<file path="src/sv/scad_pkg.sv">
// types and constants shared by the sprite chain attribute decoder
// no dependencies; compile first
package scad_pkg;

   localparam int POS_W = 10;

   // csr register indexes
   localparam logic CSR_FLIP_SCREEN = 1'b0;
   localparam logic CSR_X_OFFSET    = 1'b1;

   // position constants, 10-bit two's complement except the 9-bit x wrap limit
   localparam logic [8:0]       X_WRAP_LIMIT = 9'd496;
   localparam logic [POS_W-1:0] X_WRAP_SUB   = 10'h200;
   localparam logic [POS_W-1:0] Y_ORIGIN     = 10'd256;
   localparam logic [POS_W-1:0] TILE_H       = 10'd16;
   localparam logic [POS_W-1:0] FS_Y_BASE    = 10'd240;
   localparam logic [POS_W-1:0] FS_X_BASE    = 10'd304;

   typedef struct packed {
      logic       flip_screen;
      logic [3:0] x_offset;
   } cfg_type;

   // input item, first field in the highest bits
   typedef struct packed {
      logic [7:0] x_byte;
      logic [3:0] colour_nibble;
      logic [7:0] tile_high_byte;
      logic [7:0] tile_low_byte;
      logic [7:0] attr_byte;
      logic [7:0] y_byte;
   } item_type;

   typedef struct packed {
      logic                    last_tile;
      logic signed [POS_W-1:0] pos_y;
      logic signed [POS_W-1:0] pos_x;
      logic                    flip_y;
      logic                    flip_x;
      logic [3:0]              colour_bank;
      logic [15:0]             tile_number;
   } tile_cmd_type;

endpackage

</file>
<file path="src/sv/sprite_chain_attribute_decoder.sv">
// steps on the single shared adder: capture in idle, x wrap, x offset, y negate, y lift,
// flipped-only y, y offset and x steps, y start, emit, then the output register
// no new entry until its chain (length 1..8) is out; disabled entries are dropped in idle
// reset: synchronous, active high; clears the sequencer, output valid and both csr registers
// depends on scad_pkg, scad_seq, scad_alu
module sprite_chain_attribute_decoder (
   input  logic        clock,
   input  logic        reset,
   // request stream
   input  logic        req_tvalid,
   output logic        req_tready,
   // y_byte, attr_byte, tile_low_byte, tile_high_byte, colour_nibble, x_byte, pad
   input  logic [47:0] req_tdata,
   // response stream
   output logic        rsp_tvalid,
   input  logic        rsp_tready,
   // tile_number, colour_bank, flip_x, flip_y, pos_x, pos_y, pad
   output logic [47:0] rsp_tdata,
   output logic        rsp_tlast,
   // csr write channel
   input  logic        csr_valid,
   output logic        csr_ready,
   input  logic        csr_index,
   input  logic [3:0]  csr_data
);

   scad_pkg::cfg_type      cfg_ff;
   scad_pkg::item_type     item;
   scad_pkg::tile_cmd_type cmd;
   scad_pkg::tile_cmd_type rsp_ff;
   logic                   rsp_valid_ff;
   logic                   cmd_valid;
   logic                   slot_free;

   assign csr_ready = 1'b1;

   always_ff @(posedge clock) begin
      if (reset) begin
         cfg_ff <= '0;
      end else if (csr_valid) begin
         case (csr_index)
            scad_pkg::CSR_FLIP_SCREEN: cfg_ff.flip_screen <= csr_data[0];
            scad_pkg::CSR_X_OFFSET:    cfg_ff.x_offset    <= csr_data;
            default:                   cfg_ff             <= cfg_ff;
         endcase
      end
   end

   assign item = scad_pkg::item_type'(req_tdata[43:0]);

   scad_seq u_seq (
      .clock     (clock),
      .reset     (reset),
      .cfg       (cfg_ff),
      .in_valid  (req_tvalid),
      .in_ready  (req_tready),
      .in_item   (item),
      .cmd_valid (cmd_valid),
      .cmd_ready (slot_free),
      .cmd       (cmd)
   );

   // output register frees the sequencer from the response side
   assign slot_free = !rsp_valid_ff || rsp_tready;

   always_ff @(posedge clock) begin
      if (reset) begin
         rsp_valid_ff <= 1'b0;
      end else if (cmd_valid && slot_free) begin
         rsp_valid_ff <= 1'b1;
      end else if (rsp_tready) begin
         rsp_valid_ff <= 1'b0;
      end
   end

   always_ff @(posedge clock) begin
      if (cmd_valid && slot_free) begin
         rsp_ff <= cmd;
      end
   end

   assign rsp_tvalid = rsp_valid_ff;
   assign rsp_tlast  = rsp_ff.last_tile;
   assign rsp_tdata  = {6'b000000, rsp_ff.pos_y, rsp_ff.pos_x, rsp_ff.flip_y,
                        rsp_ff.flip_x, rsp_ff.colour_bank, rsp_ff.tile_number};

endmodule

</file>
<file path="src/sv/scad_alu.sv">
// shared 10-bit adder with carry in, used for every position step
// depends on scad_pkg
module scad_alu (
   input  logic [scad_pkg::POS_W-1:0] a,
   input  logic [scad_pkg::POS_W-1:0] b,
   input  logic                       cin,
   output logic [scad_pkg::POS_W-1:0] sum
);

   assign sum = a + b + {{(scad_pkg::POS_W-1){1'b0}}, cin};

endmodule

</file>
<file path="src/sv/scad_seq.sv">
// sequencer: decodes one sprite entry over several adder steps, then emits its chain
// depends on scad_pkg and scad_alu
module scad_seq (
   input  logic                   clock,
   input  logic                   reset,
   input  scad_pkg::cfg_type      cfg,
   input  logic                   in_valid,
   output logic                   in_ready,
   input  scad_pkg::item_type     in_item,
   output logic                   cmd_valid,
   input  logic                   cmd_ready,
   output scad_pkg::tile_cmd_type cmd
);

   typedef enum logic [3:0] {
      ST_IDLE,
      ST_X_WRAP,
      ST_X_OFF,
      ST_Y_NEG,
      ST_Y_LIFT,
      ST_FS_Y,
      ST_FS_YOFF,
      ST_FS_X,
      ST_Y_START,
      ST_EMIT
   } state_type;

   state_type                  state_ff;
   logic [scad_pkg::POS_W-1:0] x_ff;
   logic [scad_pkg::POS_W-1:0] y_ff;
   logic [15:0]                tile_ff;
   logic [3:0]                 colour_ff;
   logic                       fx_ff;
   logic                       fy_ff;
   logic [2:0]                 chain_ff;
   logic [2:0]                 k_ff;

   logic [scad_pkg::POS_W-1:0] alu_a;
   logic [scad_pkg::POS_W-1:0] alu_b;
   logic                       alu_cin;
   logic [scad_pkg::POS_W-1:0] alu_sum;
   logic [scad_pkg::POS_W-1:0] chain_span;
   logic [scad_pkg::POS_W-1:0] off_ext;

   assign chain_span = {3'b000, chain_ff, 4'b0000};
   assign off_ext    = {6'b000000, cfg.x_offset};

   scad_alu u_alu (
      .a   (alu_a),
      .b   (alu_b),
      .cin (alu_cin),
      .sum (alu_sum)
   );

   always_comb begin
      alu_a   = y_ff;
      alu_b   = '0;
      alu_cin = 1'b0;
      case (state_ff)
         ST_X_WRAP: begin
            alu_a = x_ff;
            alu_b = (x_ff[8:0] > scad_pkg::X_WRAP_LIMIT) ? scad_pkg::X_WRAP_SUB : '0;
         end
         ST_X_OFF: begin
            alu_a = x_ff;
            alu_b = off_ext;
         end
         ST_Y_NEG: begin
            alu_a   = scad_pkg::Y_ORIGIN;
            alu_b   = ~y_ff;
            alu_cin = 1'b1;
         end
         ST_Y_LIFT: begin
            alu_b   = ~scad_pkg::TILE_H;
            alu_cin = 1'b1;
         end
         ST_FS_Y: begin
            alu_a   = scad_pkg::FS_Y_BASE;
            alu_b   = ~y_ff;
            alu_cin = 1'b1;
         end
         ST_FS_YOFF: begin
            alu_b   = ~off_ext;
            alu_cin = 1'b1;
         end
         ST_FS_X: begin
            alu_a   = scad_pkg::FS_X_BASE;
            alu_b   = ~x_ff;
            alu_cin = 1'b1;
         end
         ST_Y_START: begin
            // chain starts at the far end when the step runs against screen order
            if (fy_ff ^ cfg.flip_screen) begin
               alu_b   = fy_ff ? ~chain_span : chain_span;
               alu_cin = fy_ff;
            end
         end
         ST_EMIT: begin
            alu_b   = fy_ff ? scad_pkg::TILE_H : ~scad_pkg::TILE_H;
            alu_cin = ~fy_ff;
         end
         default: begin
            alu_a = y_ff;
         end
      endcase
   end

   always_ff @(posedge clock) begin
      if (reset) begin
         state_ff <= ST_IDLE;
      end else begin
         case (state_ff)
            ST_IDLE: begin
               if (in_valid) begin
                  x_ff      <= {1'b0, in_item.attr_byte[2], in_item.x_byte};
                  y_ff      <= {1'b0, in_item.attr_byte[1], in_item.y_byte};
                  tile_ff   <= {in_item.tile_high_byte, in_item.tile_low_byte};
                  colour_ff <= in_item.colour_nibble;
                  fx_ff     <= in_item.attr_byte[4] ^ cfg.flip_screen;
                  fy_ff     <= in_item.attr_byte[3] ^ cfg.flip_screen;
                  chain_ff  <= in_item.attr_byte[7:5];
                  k_ff      <= '0;
                  // disabled entry is dropped
                  state_ff  <= in_item.attr_byte[0] ? ST_X_WRAP : ST_IDLE;
               end
            end
            ST_X_WRAP: begin
               x_ff     <= alu_sum;
               state_ff <= ST_X_OFF;
            end
            ST_X_OFF: begin
               x_ff     <= alu_sum;
               state_ff <= ST_Y_NEG;
            end
            ST_Y_NEG: begin
               y_ff     <= {1'b0, alu_sum[8:0]};
               state_ff <= ST_Y_LIFT;
            end
            ST_Y_LIFT: begin
               y_ff     <= alu_sum;
               state_ff <= cfg.flip_screen ? ST_FS_Y : ST_Y_START;
            end
            ST_FS_Y: begin
               y_ff     <= alu_sum;
               state_ff <= ST_FS_YOFF;
            end
            ST_FS_YOFF: begin
               y_ff     <= alu_sum;
               state_ff <= ST_FS_X;
            end
            ST_FS_X: begin
               x_ff     <= alu_sum;
               state_ff <= ST_Y_START;
            end
            ST_Y_START: begin
               y_ff     <= alu_sum;
               state_ff <= ST_EMIT;
            end
            ST_EMIT: begin
               if (cmd_ready) begin
                  y_ff    <= alu_sum;
                  tile_ff <= tile_ff + 16'd1;
                  k_ff    <= k_ff + 3'd1;
                  if (k_ff == chain_ff) begin
                     state_ff <= ST_IDLE;
                  end
               end
            end
            default: begin
               state_ff <= ST_IDLE;
            end
         endcase
      end
   end

   assign in_ready  = (state_ff == ST_IDLE);
   assign cmd_valid = (state_ff == ST_EMIT);

   always_comb begin
      cmd.tile_number = tile_ff;
      cmd.colour_bank = colour_ff;
      cmd.flip_x      = fx_ff;
      cmd.flip_y      = fy_ff;
      cmd.pos_x       = signed'(x_ff);
      cmd.pos_y       = signed'(y_ff);
      cmd.last_tile   = (k_ff == chain_ff);
   end

endmodule

</file>
<file path="config.mk">
export PLATFORM = sky130hd
export DESIGN_NAME = sprite_chain_attribute_decoder
export DESIGN_NICKNAME = d
export VERILOG_FILES = /design/src/sv/scad_pkg.sv /design/src/sv/sprite_chain_attribute_decoder.sv /design/src/sv/scad_alu.sv /design/src/sv/scad_seq.sv
export SDC_FILE = /design/constraint.sdc
export NUM_CORES = 1
export LEC_CHECK = 0
export ABC_AREA = 0
export BUFFER_PORTS_ARGS = -buffer_cell sky130_fd_sc_hd__buf_2
export CAP_MARGIN = 15
export CORE_MARGIN = 3
export CORE_UTILIZATION = 57
export CTS_BUF_LIST = sky130_fd_sc_hd__clkbuf_8
export DETAILED_ROUTE_END_ITERATION = 7
export PLACE_DENSITY = 0.83
export SLEW_MARGIN = 20
export SYNTH_ARGS = -nofsm -noshare
export SYNTH_HDL_FRONTEND = slang
export SYNTH_SLANG_ARGS = --single-unit
export TNS_END_PERCENT = 100
</file>
<file path="constraint.sdc">
create_clock -name clock -period 4.5 [get_ports clock]
set_input_delay 0 -clock clock [delete_from_list [all_inputs] [get_ports clock]]
set_output_delay 0 -clock clock [all_outputs]
set_load 0.05 [all_outputs]
</file>
# Word level (Yosys, flattened, before mapping)
# Index checks and enable logic that the tools add are counted.
word_totals:
  register_bits: 101
  latch_bits: 0
  mem_bits_rw: 0
  rom_bits: 0
  in_bits: 58
  output_inout_bits: 52
  word_cells: 94
  mem_count: 0
op_classes:
  add_sub_neg: 4
  multipliers: 0
  n_div: 0
  n_lt_le_gt_ge: 1
  n_eq_ne: 13
  shift: 0
  mux: 27
  bitwise_logic: 10
  reduce_logical: 20
ops:
  columns: ["cell", "n"]
  rows:
  - ["case mux 10 bit (4 select lines)", 2]
  - ["case mux 10 bit (8 select lines)", 1]
  - ["two-way mux 10 bit", 7]
  - ["case mux 4 bit (10 select lines)", 1]
  - ["two-way mux 16 bit", 2]
  - ["case mux 16 bit (2 select lines)", 1]
  - ["inverter 10 bit", 2]
  - ["case mux 10 bit (2 select lines)", 1]
  - ["adder 16 x 1 -> 16 bit, second input constant", 1]
  - ["== test 4 x 3 -> 1 bit, second input constant", 4]
  - ["two-way mux 4 bit", 4]
  - ["adder 10 x 1 -> 10 bit", 1]
  - ["adder 10 bit", 1]
  - ["inverter 4 -> 10 bit", 1]
  - ["inverter 7 -> 10 bit", 1]
  - ["> comparator 9 bit, second input constant", 1]
  - ["AND reduction 3 bit", 3]
  - ["== test 4 x 2 -> 1 bit, second input constant", 2]
  - ["== test 4 bit, second input constant", 2]
  - ["AND reduction 4 bit", 2]
  - ["two-way mux 3 bit", 2]
  - ["case mux 3 bit (2 select lines)", 1]
  - ["nonzero test 2 bit", 3]
  - ["OR reduction 5 bit", 1]
  - ["18 further kinds", 28]

# Longest topological paths before layout
# Gate-level depths: netlist of run 1.
logic_depth:
  depth_word: 8
  depth_mapped: 15
  depth_no_buf: 13

# Cells and area by module
# From an unflattened synthesis of run 1, not the netlist that was laid out.
hier_totals:
  cells_unflattened: 434
  area_unflattened_um2: 5242.5
modules_own_cells:
  columns: ["mod", "instances", "cells_each", "area_each_um2", "seq_area_each_um2"]
  rows:
  - ["scad_seq", 1, 300, 3215.6, 1521.5]
  - ["sprite_chain_attribute_decoder", 1, 80, 1625.3, 1411.4]
  - ["scad_alu", 1, 54, 401.6, 0.0]

# Worst setup path after synthesis of run 1
# No wires, ideal clock.
synth_path:
  path_type: "reg2reg"
  startpoint: "register u_seq.state_ff[2]"
  endpoint: "register u_seq.k_ff[0] (enable)"
  setup_time_ps: 401
  t_arrival_ps: 3718
  t_required_ps: 4099
  path_slack_ps: 381
  stages_incl_launch_ff: 7
  path_buffers: 3
  period_less_slack_ps: 4119
  path_cell_list: "dfxtp_1 -> buf_4 -> buf_4 -> buf_2 -> nor4_1 -> nand2_1 -> a21oi_1"
synth_between:
  elab_chain_cells: 3
  elab_cells_between_ends: 6
  cone_classes: "3 x eq/ne; 3 x reduce/logical"
synth_lines:
  columns: ["item", "line_no", "rtl"]
  rows:
  - ["from (decl)", "scad_seq.sv:28", "state_type state_ff;"]
  - ["from (signal assigned)", "scad_seq.sv:124", "state_ff <= in_item.attr_byte[0] ? ST_X_WRAP : ST_IDLE;"]
  - ["from (signal assigned)", "scad_seq.sv:141", "state_ff <= cfg.flip_screen ? ST_FS_Y : ST_Y_START;"]
  - ["logical NOT 4 bit (*)", null, null]
  - ["via req_tready", "sprite_chain_attribute_decoder.sv:11", "output logic req_tready,"]
  - ["!= test 2 bit (no line) or nonzero test 2 bit (tied branches)", null, null]
  - ["AND reduction 4 bit (no line) (*)", null, null]
  - ["to (signal assigned)", "scad_seq.sv:163", "k_ff <= k_ff + 3'd1;"]
  - ["to (decl)", "scad_seq.sv:36", "logic [2:0] k_ff;"]
# Mark *: on every way through the listed nets, which the timed path passes. The rest lies on a longest branch.
# A chain may end at the register's enable or synchronous reset.

# Final worst setup path of run 1
layout_path:
  startpoint: "register u_seq.state_ff[1]"
  endpoint: "register u_seq.y_ff[7] (netlist name), data pin"
layout_between:
  elab_chain_cells: 7
  elab_cells_between_ends: 21
  cone_classes: "2 x add/sub; 9 x eq/ne; 5 x mux; 5 x reduce/logical"
layout_lines:
  columns: ["item", "line_no", "rtl"]
  rows:
  - ["== test 4 x 2 -> 1 bit (tied with other cells)", "scad_seq.sv:59, scad_seq.sv:112", null]
  - ["OR reduction 2 bit (no line)", null, null]
  - ["case mux 10 bit (8 select lines) or case mux 10 bit (4 select lines) (tied branches)", "scad_seq.sv:59", "case (state_ff)"]
  - ["adder 10 bit", "scad_alu.sv:10", "assign sum = a + b + {{(scad_pkg::POS_W-1){1'b0}}, cin};"]
  - ["adder 10 x 1 -> 10 bit", "scad_alu.sv:10", null]
  - ["two-way mux 10 bit", "scad_seq.sv:160", "if (cmd_ready) begin"]
  - ["case mux 10 bit (4 select lines) (*)", "scad_seq.sv:112", "case (state_ff)"]
  - ["to (signal assigned)", "scad_seq.sv:116", "y_ff <= {1'b0, in_item.attr_byte[1], in_item.y_byte};"]
  - ["to (signal assigned)", "scad_seq.sv:156", "y_ff <= alu_sum;"]
  - ["to (signal assigned)", "scad_seq.sv:161", "y_ff <= alu_sum;"]
  - ["to (decl)", "scad_seq.sv:30", "logic [scad_pkg::POS_W-1:0] y_ff;"]
# Mark *: on every way between the ends. The rest lies on a longest branch, timed or not. The select of a mux whose other input is x is not followed.

==> results.md, run 1 <==
* Final setup violation count at 0
* DP HPWL at 8870 um
* ANT cells at 0
* Combinational power share at 19.5%
* Unique cell type count in the Yosys netlist at 62
* Ports at 110
* GRT Util Overall at 25.9%
* Part of the power in registers at 54.0%
* Die width at 103 um
* Hold buffer count at cts at 57
* CP max FO at 25
* Worst vdd ir at 160 uV
* Final wirelength at 13400 um
* Clock Path Buffers at 2
* Layout area overhead at 24.3%
* Max-slew headroom at 29.6%
* Switch share at 29.8%
* Layout cells sized above 1 at 22.3%
* Fmax at 0.259 GHz
* Sequential fraction of the synthesis area at 54.7%
* Drt pass-1 iters at 5
* Tcrit/Tclk final at 85.9%
* Simple-gate portion of the synthesized area at 12.4%
* Die Footprint at 10600 sq um
* Main combinational cell family by area after synthesis: compound AO/OA/AOI/OAI gates
* Row count at 34
* Clock-pin slew on the worst setup and hold paths at 0.11 ns
* Kind of critical path: reg2reg
* First-pass GRT wire length at 21000 um
* Nets at 697
* H-tree depth at 3
* # resized after CTS at 0
* FF/Latch Area at 2930 sq um
* Synth Area in Adders at 3.32%
* TritonCTS Buffers at 9
* Initial DRC count at 486
* Largest net degree at the start of global routing at 40
* Number of global-route vias before repair at 4297
* Clock power frac at 26.5%
* Final Cell Area at 6660 sq um
* Routed Antenna Nets at 0
* Fill cell count at 599
* DRC at 0
* Routed vias at 4398
* Post-DR wirelength/cell at 18.2 um
* Avg Vias per Cell at 5.95
* Syn_area_per_cell at 11.2 sq um
* Post-synthesis mux area share at 4.32%
* Chip Height at 103 um
* Sw Pwr at 631 uW
* Root buffer cell: clkbuf_8
* Endpoint arrival time on the critical path at 4.00 ns
* Synth Warn # at 0
* Final Hold Violating Endpoints at 0
* Cells after Synth at 479
* WP data required at 4.63 ns
* Initial antenna violation count at 0
* Initial Util at 60.0%
* RSZ-0062 raised after global routing: false
* Internal power at 1480 uW
* GRT overflow at 0
* GPL Wtd Cong at 0.928
* Xor and xnor fraction of the mapped netlist area at 5.00%
* Mapped Area at 5360 sq um
* CTS Sinks at 101
* Min cycle time layout at 3.87 ns
* Max-cap violations at 0
* Area of the core at 8930 sq um
* Ys flop type: edfxtp_1
* Leak pwr at 0.00259 uW
* R2R setup slack at 0.63 ns
* Clk Latency, worst-skew pair at 0.38 ns
* CP endpoint kind: flop
* Pwr/cell area at 318 nW/um^2
* TritonCTS clock tree: yes
* Final Skew at 0.0127 ns
* Worst min path class: in2reg
* Placed instance area at 5900 sq um
* Compound-Gate Fraction of Synth Area at 16.1%
* Setup TNS at 0 ns
* Post-synth EDFFs at 91
* Status: completed
* Async S/R FF share, synth at 0%
* #FFs+latches synth at 101
* Post-CTS Setup Inserts at 0
* Max-slew violations at 0
* Worst Tran Pin Value at 1.06 ns
* Multi-input gate area in the final layout at 2230 sq um
* Buffers added on ports at 98
* CP Launch Type: flop
stage by stage:
stage | util, % | setup WS [ns] | power (uW) | std cells | hold WS (ns)
floorplan | - | 0.381 | 1420 | 484 | 0.0767
finish | 74.5 | 0.633 | 2120 | 739 | 0.0277
global route | 74.5 | 0.462 | 2200 | 739 | 0.0423
CTS | 74.5 | 0.709 | 2110 | 739 | 0.0126
detailed placement | 66.0 | 0.723 | 1530 | 666 | 0.179
global placement | 66.0 | 0.848 | 1510 | 666 | 0.176
sequential cells by signal, summed over array words and instances, names as in the netlist:
| name | cells |
|---|---|
| u_seq.k_ff | 3 |
| rsp_tdata | 42 |
| cfg_ff | 5 |
| u_seq.state_ff | 4 |
| u_seq.tile_ff | 16 |
| u_seq.fy_ff | 1 |
| rsp_tvalid | 1 |
| rsp_tlast | 1 |
| u_seq.fx_ff | 1 |
| u_seq.chain_ff | 3 |
| u_seq.colour_ff | 4 |
| u_seq.x_ff | 10 |
| u_seq.y_ff | 10 |
cell families after synthesis:
kind of cell	Yosys count
fa+ha+maj	13
buf+inv	44
other cells	2
flops	101
simple gates	133
xor+xnor	29
mux	21
compound gates	136
per-layer routing:
layer	track usage, %	routed length [um]	vias up
met2	45.5	6840	206
met5	0	0	-
met4	9.76	280	0
li1	-	-	2072
met3	3.72	853	31
met1	32.2	5460	2089
synth_stat cells, types with 2 or more instances:
cell       number  area share, %
fa_1            2           0.75
nand4bb_1       4           0.84
inv_1          11           0.77
a31oi_1         2           0.23
mux2_2          9            1.9
a21o_1          8            1.1
mux2_1          8            1.7
clkbuf_1        9           0.63
a22oi_1        10            1.4
xor2_1         18            2.9
conb_1          2           0.14
or2_2           2           0.23
nor3_1          5           0.47
a211oi_1        2           0.28
o22ai_1         6           0.70
nor4_1          4           0.47
nor2b_1         5           0.58
nand2b_1        8           0.93
dfxtp_1        10            3.7
mux2i_1         4           0.75
nand2_1        48            3.4
buf_4          10            1.4
buf_1           3           0.21
buf_2          10           0.93
a21oi_1        38            3.5
ha_1           11            2.6
xnor2_1        10            1.6
o311ai_1        2           0.33
o21bai_1        2           0.28
nand3_1        17            1.6
nor2_1         27            1.9
a211o_1         5           0.82
o221ai_1        9            1.5
o21a_1          4           0.56
o21ai_0        35            3.3
edfxtp_1       91             51
a31o_1          2           0.33
o32ai_1         2           0.33
worst max-delay path, cell delays in order, from the launching register on:
cell	delay [ns]
dfxtp_1	0.81
buf_4	0.38
nand2_1	0.16
nor2_1	0.28
a22oi_1	0.12
o221ai_1	0.37
ha_1	0.33
a211o_1	0.33
a21oi_1	0.20
o21ai_0	0.13
xor2_1	0.18
mux2_1	0.31
power by group through the flow:
stage          registers (uW)  logic (uW)  clock network [uW]
5_1_grt                  1150         452                 604
2_1_floorplan            1140         285                   0
6_report                 1140         412                 561
3_5_place_dp             1160         366                   0
4_1_cts                  1140         405                 570
3_3_place_gp             1160         353                   0
placed cells by master, fill, tap and decap left out, drive strengths merged, types with 5 or more instances in the layout:
cell,instances
a211o,5
a21o,8
a21oi,39
a22oi,10
buf,106
clkbuf,9
conb,7
dfxtp,10
dlygate4sd3,57
edfxtp,91
ha,11
inv,16
mux2,17
nand2,48
nand2b,9
nand3,17
nor2,28
nor2b,6
nor3,5
nor4,5
o21ai,35
o221ai,9
o22ai,6
xnor2,10
xor2,18
path summary, 6_finish.rpt:
kind	from	endpoint	cells after the start
setup / recovery	u_seq.state_ff[1]$_SDFFE_PP0P_	u_seq.y_ff[7]$_DFFE_PP_	11
hold / removal	req_tvalid	u_seq.state_ff[3]$_SDFFE_PP0P_	4
setup reg to reg	u_seq.state_ff[1]$_SDFFE_PP0P_	u_seq.y_ff[7]$_DFFE_PP_	11
hold reg to reg	u_seq.colour_ff[2]$_DFFE_PP_	rsp_tdata[18]$_DFFE_PP_	0
cell type report:
type                    instances  share of cell area, %
clock inverters                 7                   1.01
inverters                      12                  0.676
repair buffers                163                   16.8
well taps                     108                   2.03
flip-flops and latches        101                   44.0
multi-input cells             339                   33.5
clock buffers                   9                   1.86
Note: power is estimated with default switching activity, not from simulation.
==> run 2, diff against run 1 <==
--- a/config.mk
+++ b/config.mk
@@ -12,7 +12,7 @@
 export CORE_UTILIZATION = 57
 export CTS_BUF_LIST = sky130_fd_sc_hd__clkbuf_8
 export DETAILED_ROUTE_END_ITERATION = 7
-export PLACE_DENSITY = 0.83
+export PLACE_DENSITY = 0.87
 export SLEW_MARGIN = 20
 export SYNTH_ARGS = -nofsm -noshare
 export SYNTH_HDL_FRONTEND = slang
==> run 2 against run 1 <==
Effect of this change:
- worst hold slack lost 0.022 ns
- highest routed layer unchanged
- clock skew grew 0.0034 ns
- critical path depth unchanged
- count of clock-buffer cells in the layout unchanged
==> results.md, run 2 (same netlist as run 1, synthesis figures left out) <==
* FF/Latch Area at 2930 sq um (unchanged)
* CP max stage cell: dfxtp_1
* First-pass GRT wire length at 22100 um (+5.5%)
* Multi-input gate area in the final layout at 2240 sq um (+0.45%)
* Max reg flops at 42 (unchanged)
* Part of the power in registers at 52.0% (-2.0 points)
* Die Footprint at 10600 sq um (unchanged)
* Drt pass-1 iters at 7 (+2)
* Switch share at 29.8% (about the same)
* Worst Tran Pin Value at 0.852 ns (-0.205 ns)
* Final Hold Violating Endpoints at 0 (unchanged)
* Setup TNS at 0 ns (unchanged)
* Clock-pin slew on the worst setup and hold paths at 0.12 ns (about the same)
* Layout cells sized above 1 at 22.6% (+0.28 points)
* GRT met3 Usage at 5.41% (+1.7 points)
* CP endpoint kind: flop
* Clock power frac at 28.9% (+2.4 points)
* Routed Antenna Nets at 0 (unchanged)
* Pwr/cell area at 328 nW/um^2 (+3.3%)
* CP Launch Type: flop
* Avg Vias per Cell at 6.10 (+2.5%)
* # resized after CTS at 0 (unchanged)
* DRC at 0 (unchanged)
* Post-Layout Cell Count at 741 (+0.27%)
* GRT Util Overall at 27.5% (+1.7 points)
* Most frequent cell on the critical path: fa_1
* Global route hottest layer: met2
* Final wirelength at 13900 um (+3.3%)
* Final Skew at 0.0161 ns (+0.00343 ns)
* Max-slew headroom at 42.7% (+13 points)
* Met2 Resource Use GR at 45.9% (+0.39 points)
* Chip Height at 103 um (unchanged)
* Inst Count DP at 667 (+0.15%)
* CTS Sinks at 101 (unchanged)
* Die width at 103 um (unchanged)
* Ports at 110 (unchanged)
* CP Launch Point: u_seq.state_ff[3]$_SDFFE_PP0P_
* Fill cell count at 562 (-6.2%)
* Hold path cells at 3 (-1)
* DP HPWL at 9110 um (+2.7%)
* Largest net degree at the start of global routing at 36 (-10%)
* Met1 Usage GRT at 35.0% (+2.8 points)
* Routed vias at 4520 (+2.8%)
* Post-DR wirelength/cell at 18.7 um (+3.0%)
* Status: completed
* Leading cell types in the layout, fill and taps excluded: buf_2, edfxtp_1, dlygate4sd3_1
* Worst r2r src: u_seq.state_ff[3]$_SDFFE_PP0P_
* Hold buffer count at cts at 57 (unchanged)
* Leak pwr at 0.00259 uW (+0.32%)
* Critical path, cell by cell: buf_4 -> nand2b_1 -> or2_2 -> o221ai_1 -> fa_1 -> fa_1 -> a21o_1 -> a21oi_1 -> o21bai_1 -> xor2_1 -> mux2_1
* CP max FO at 24 (-4.0%)
* Area of the core at 8930 sq um (unchanged)
* WP data required at 4.63 ns (about the same)
* Post-CTS Setup Inserts at 0 (unchanged)
* RSZ-0062 raised after global routing: false
* Slowest cell delay on critical path at 0.74 ns (-0.07 ns)
* Buffers added on ports at 98 (unchanged)
* Max-cap violations at 0 (unchanged)
* GRT overflow at 0 (unchanged)
* Overall power at 2200 uW (+4.2%)
* Placed instance area at 5900 sq um (+0.13%)
* Row count at 34 (unchanged)
* Initial DRC count at 714 (+47%)
* Root buffer cell: clkbuf_8
* FF-to-FF path depth at 11 (unchanged)
* Tcrit/Tclk final at 87.1% (+1.2 points)
* Sw Pwr at 657 uW (+4.1%)
* Nets at 698 (+0.14%)
* Layout area overhead at 25.3%
* Leading cell type in the layout, fill and taps excluded: buf_2
* Number of global-route vias before repair at 4396 (+2.3%)
* Fmax at 0.255 GHz (-1.3%)
* Max-slew violations at 0 (unchanged)
* Worst vdd ir at 182 uV (+14%)
* Final Cell Area at 6710 sq um (+0.83%)
* HP Start: rsp_tready
* Combinational power share at 19.1% (-0.4 points)
* Kind of critical path: reg2reg
* Internal power at 1550 uW (+4.2%)
* TritonCTS Buffers at 9 (unchanged)
* H-tree depth at 3 (unchanged)
* Initial Util at 60.0% (unchanged)
* Clock Path Buffers at 2 (unchanged)
* TritonCTS clock tree: yes
* Final setup violation count at 0 (unchanged)
* Endpoint arrival time on the critical path at 4.05 ns (+0.05 ns)
* Worst min path class: in2reg
* GPL Wtd Cong at 0.913 (-1.6%)
* Final core utilization at 75.2% (+0.62 points)
* Min cycle time layout at 3.92 ns (+0.0522 ns)
* Initial antenna violation count at 1 (+1)
* Clk Latency, worst-skew pair at 0.38 ns (about the same)
[run 2: final cells by class]
class                      instances  area share, %
clock inverter                     7           1.53
clock buffer                       9           1.84
timing repair buffer             164           16.8
multi-input combinational        339           33.4
antenna                            1         0.0373
tap                              108           2.01
sequential                       101           43.7
inverter                          12          0.671
[run 2: worst paths after layout]
path	end	slack (ns)
worst max register to register	u_seq.y_ff[6]$_DFFE_PP_	0.58
worst max-delay path	u_seq.y_ff[6]$_DFFE_PP_	0.58
worst min register to register	rsp_tdata[16]$_DFFE_PP_	0.43
worst min-delay path	rsp_tvalid$_SDFFE_PP0P_	0.006
[run 2: power by group through the flow]
| stage | combinational (uW) | sequential (uW) | clock, uW |
|---|---|---|---|
| final | 420 | 1150 | 637 |
| after global routing | 460 | 1150 | 681 |
| after CTS | 410 | 1140 | 637 |
| after detailed placement | 369 | 1160 | 0 |
| after global placement | 354 | 1160 | 0 |
| after floorplan | 285 | 1140 | 0 |
[run 2: stage by stage]
step / hold WS [ns] / setup WS, ns
6_report: 0.00554 / 0.581
5_1_grt: 0.0115 / 0.420
3_5_place_dp: 0.178 / 0.678
4_1_cts: 0.0220 / 0.658
2_1_floorplan: 0.0767 / 0.381
3_3_place_gp: 0.178 / 0.808
[run 2: routing by layer]
metal	vias up	part of all wire, %
met5	-	0
met1	2107	37
met3	48	9.7
met2	294	50
met4	0	2.8
li1	2071	-
[run 2: critical path: cells and delay by family (launching register included)]
| family | cells | cell delay, ns |
|---|---|---|
| AOI/OAI and AO/OA | 4 | 0.74 |
| xor gates and xnor gates | 1 | 0.16 |
| adders and majority gates | 2 | 0.97 |
| buffers and inverters | 1 | 0.37 |
| DFF | 1 | 0.74 |
| muxes | 1 | 0.30 |
| and+or+nand+nor | 2 | 0.39 |
==> run 3, diff against run 2 <==
--- a/config.mk
+++ b/config.mk
@@ -12,7 +12,9 @@
 export CORE_UTILIZATION = 57
 export CTS_BUF_LIST = sky130_fd_sc_hd__clkbuf_8
 export DETAILED_ROUTE_END_ITERATION = 7
+export GPL_TIMING_DRIVEN = 0
 export PLACE_DENSITY = 0.87
+export RECOVER_POWER = 25
 export SLEW_MARGIN = 20
 export SYNTH_ARGS = -nofsm -noshare
 export SYNTH_HDL_FRONTEND = slang
==> run 3 against run 2 <==
Effect of this change:
- worst hold slack better by 0.021 ns
- largest cell class unchanged
- total power is 0.18% lower
- critical path type unchanged
- highest routed layer unchanged
- via count up 2.2%
- worst setup slack worse by 0.31 ns
- first-iteration DRC count is 18% lower
- cell area is 1.1% higher
- clock power decreased by 2%
- utilization rose by 0.81 points
- maximum frequency down 7.3%
==> results.md, run 3 (same netlist as run 1, synthesis figures left out) <==
* Status: completed
* Final wirelength at 15100 um (+8.9%)
* ANT cells at 0 (-1)
* TritonCTS Buffers at 9 (unchanged)
* First-pass GRT wire length at 23700 um (+7.0%)
* Routed Antenna Nets at 0 (unchanged)
* Die width at 103 um (unchanged)
* Hold Slack at 0.0269 ns (+0.0214 ns)
* Pwr/cell area at 324 nW/um^2 (-1.2%)
* Max reg flops at 42 (unchanged)
* Final worst slack at 0.272 ns (-0.309 ns)
* GPL Wtd Cong at 1.00 (+9.7%)
* Ports at 110 (unchanged)
* Overall power at 2200 uW (-0.18%)
* Max-slew violations at 0 (unchanged)
* Initial DRC count at 589 (-18%)
* GRT met3 Usage at 4.26% (-1.2 points)
* Nets at 720 (+3.2%)
* CP endpoint kind: flop
* Root buffer cell: clkbuf_8
* CTS Sinks at 101 (unchanged)
* Fmax at 0.237 GHz (-7.3%)
* Chip Height at 103 um (unchanged)
* H-tree depth at 3 (unchanged)
* WP data required at 4.64 ns (about the same)
* Worst Tran Pin Value at 1.11 ns (+0.260 ns)
* Fill cell count at 595 (+5.9%)
* Met1 Usage GRT at 37.6% (+2.6 points)
* CP max stage cell: fa_1
* Critical path, cell by cell: buf_2 -> buf_2 -> buf_1 -> clkbuf_1 -> o221ai_1 -> fa_1 -> fa_1 -> a21o_1 -> a21oi_1 -> o21bai_1 -> xor2_1 -> mux2_1
* Number of global-route vias before repair at 4587 (+4.3%)
* Post-DR wirelength/cell at 19.8 um (+5.9%)
* Leading cell types in the layout, fill and taps excluded: buf_2, edfxtp_1, dlygate4sd3_1
* Max-slew headroom at 25.6% (-17 points)
* Largest net degree at the start of global routing at 37 (+2.8%)
* Avg Vias per Cell at 6.06 (-0.63%)
* Slowest cell delay on critical path at 0.51 ns (-0.23 ns)
* DP HPWL at 10400 um (+14%)
* Routed vias at 4619 (+2.2%)
* Pre-CTS setup slack at 0.366 ns (-0.312 ns)
* Final Hold Violating Endpoints at 0 (unchanged)
* GRT overflow at 0 (unchanged)
* Buffers added on ports at 98 (unchanged)
* Met2 Resource Use GR at 51.3% (+5.3 points)
* Die Footprint at 10600 sq um (unchanged)
* CP Launch Type: flop
* Worst vdd ir at 227 uV (+25%)
* Worst min path class: in2reg
* Drt pass-1 iters at 6 (-1)
* Clk Latency, worst-skew pair at 0.38 ns (about the same)
* Leak pwr at 0.00263 uW (+1.3%)
* Final Skew at 0.0189 ns (+0.00275 ns)
* Inst Count DP at 692 (+3.7%)
* Area of the core at 8930 sq um (unchanged)
* Clock-pin slew on the worst setup and hold paths at 0.11 ns (about the same)
* Setup TNS at 0 ns (unchanged)
* Endpoint arrival time on the critical path at 4.37 ns (+0.32 ns)
* Critical path's top delay family: buffers and inverters
* Clock Path Buffers at 2 (unchanged)
* Tcrit/Tclk final at 94.0% (+6.9 points)
* Global route hottest layer: met2
* Kind of critical path: reg2reg
* CP max FO at 10 (-58%)
* Layout area overhead at 26.6%
* Leading cell type in the layout, fill and taps excluded: buf_2
* CP Buf/Inv Count at 4 (+3)
* Initial antenna violation count at 0 (-1)
* TritonCTS clock tree: yes
* Min cycle time layout at 4.23 ns (+0.309 ns)
* Row count at 34 (unchanged)
* Initial Util at 60.0% (unchanged)
* Max-cap violations at 0 (unchanged)
* Layout cells sized above 1 at 22.6% (about the same)
* Post-Layout Cell Count at 762 (+2.8%)
* RSZ-0062 raised after global routing: false
* DRC at 0 (unchanged)
* Final setup violation count at 0 (unchanged)
* GRT Util Overall at 29.6% (+2.1 points)
[run 3: cell count changes in the layout (fill, tap and decap cells not counted), moves of 2 or more]
| cell | before | now |
|---|---|---|
| clkbuf_1 | 0 | 18 |
| buf_1 | 0 | 3 |
| dlygate4sd3_1 | 57 | 54 |
| a21oi_2 | 1 | 3 |
| inv_6 | 1 | 3 |
[run 3: repair_timing]
item	4_1_cts	5_1_grt
gates resized for setup	0	0
hold buffers	54	0
endpoints found under the hold margin	51	0
setup buffers	0	0
[run 3: worst register-to-register path, stage by stage (launching register included)]
cell	delay, ns
dfxtp_1	0.37
buf_2	0.22
buf_2	0.26
buf_1	0.44
clkbuf_1	0.46
o221ai_1	0.23
fa_1	0.51
fa_1	0.43
a21o_1	0.18
a21oi_1	0.29
o21bai_1	0.15
xor2_1	0.17
mux2_1	0.29
[run 3: stage by stage]
| stage | utilization, % | area (sq um) |
|---|---|---|
| CTS | 76.1 | 6800 |
| finish | 76.0 | 6790 |
| global placement | 67.2 | 6000 |
| detailed placement | 67.6 | 6040 |
| floorplan | - | 5380 |
| global route | 76.0 | 6790 |
[run 3: path summary, 6_finish.rpt]
check                                 start                       to  slack [ns]  cells past startpoint
max          u_seq.state_ff[3]$_SDFFE_PP0P_  u_seq.y_ff[6]$_DFFE_PP_        0.27                     12
min                              rsp_tready  rsp_tvalid$_SDFFE_PP0P_        0.03                      3
min reg2reg    u_seq.colour_ff[0]$_DFFE_PP_  rsp_tdata[16]$_DFFE_PP_        0.43                      0
max reg2reg  u_seq.state_ff[3]$_SDFFE_PP0P_  u_seq.y_ff[6]$_DFFE_PP_        0.27                     12
[run 3: cell type report]
type / count / area, sq um / share of cell area [%]
inverters: 12 / 45.0 / 0.664
flip-flops and latches: 101 / 2930 / 43.2
multi-input cells: 339 / 2240 / 33.0
clock buffers: 9 / 124 / 1.83
repair buffers: 154 / 1050 / 15.5
well taps: 108 / 135 / 1.99
clock inverters: 7 / 91.3 / 1.35
plain buffers: 32 / 170 / 2.51
[run 3: per-layer routing]
metal	vias up	part of all wire [%]
li1	2117	-
met5	-	0
met2	247	51
met4	0	2.8
met1	2210	39
met3	45	7.0
[run 3: power by group]
group	internal [uW]	total (uW)	switching, uW
combinational	191	437	246
clock	272	623	351
sequential	1080	1140	57.0
total	1550	2200	654
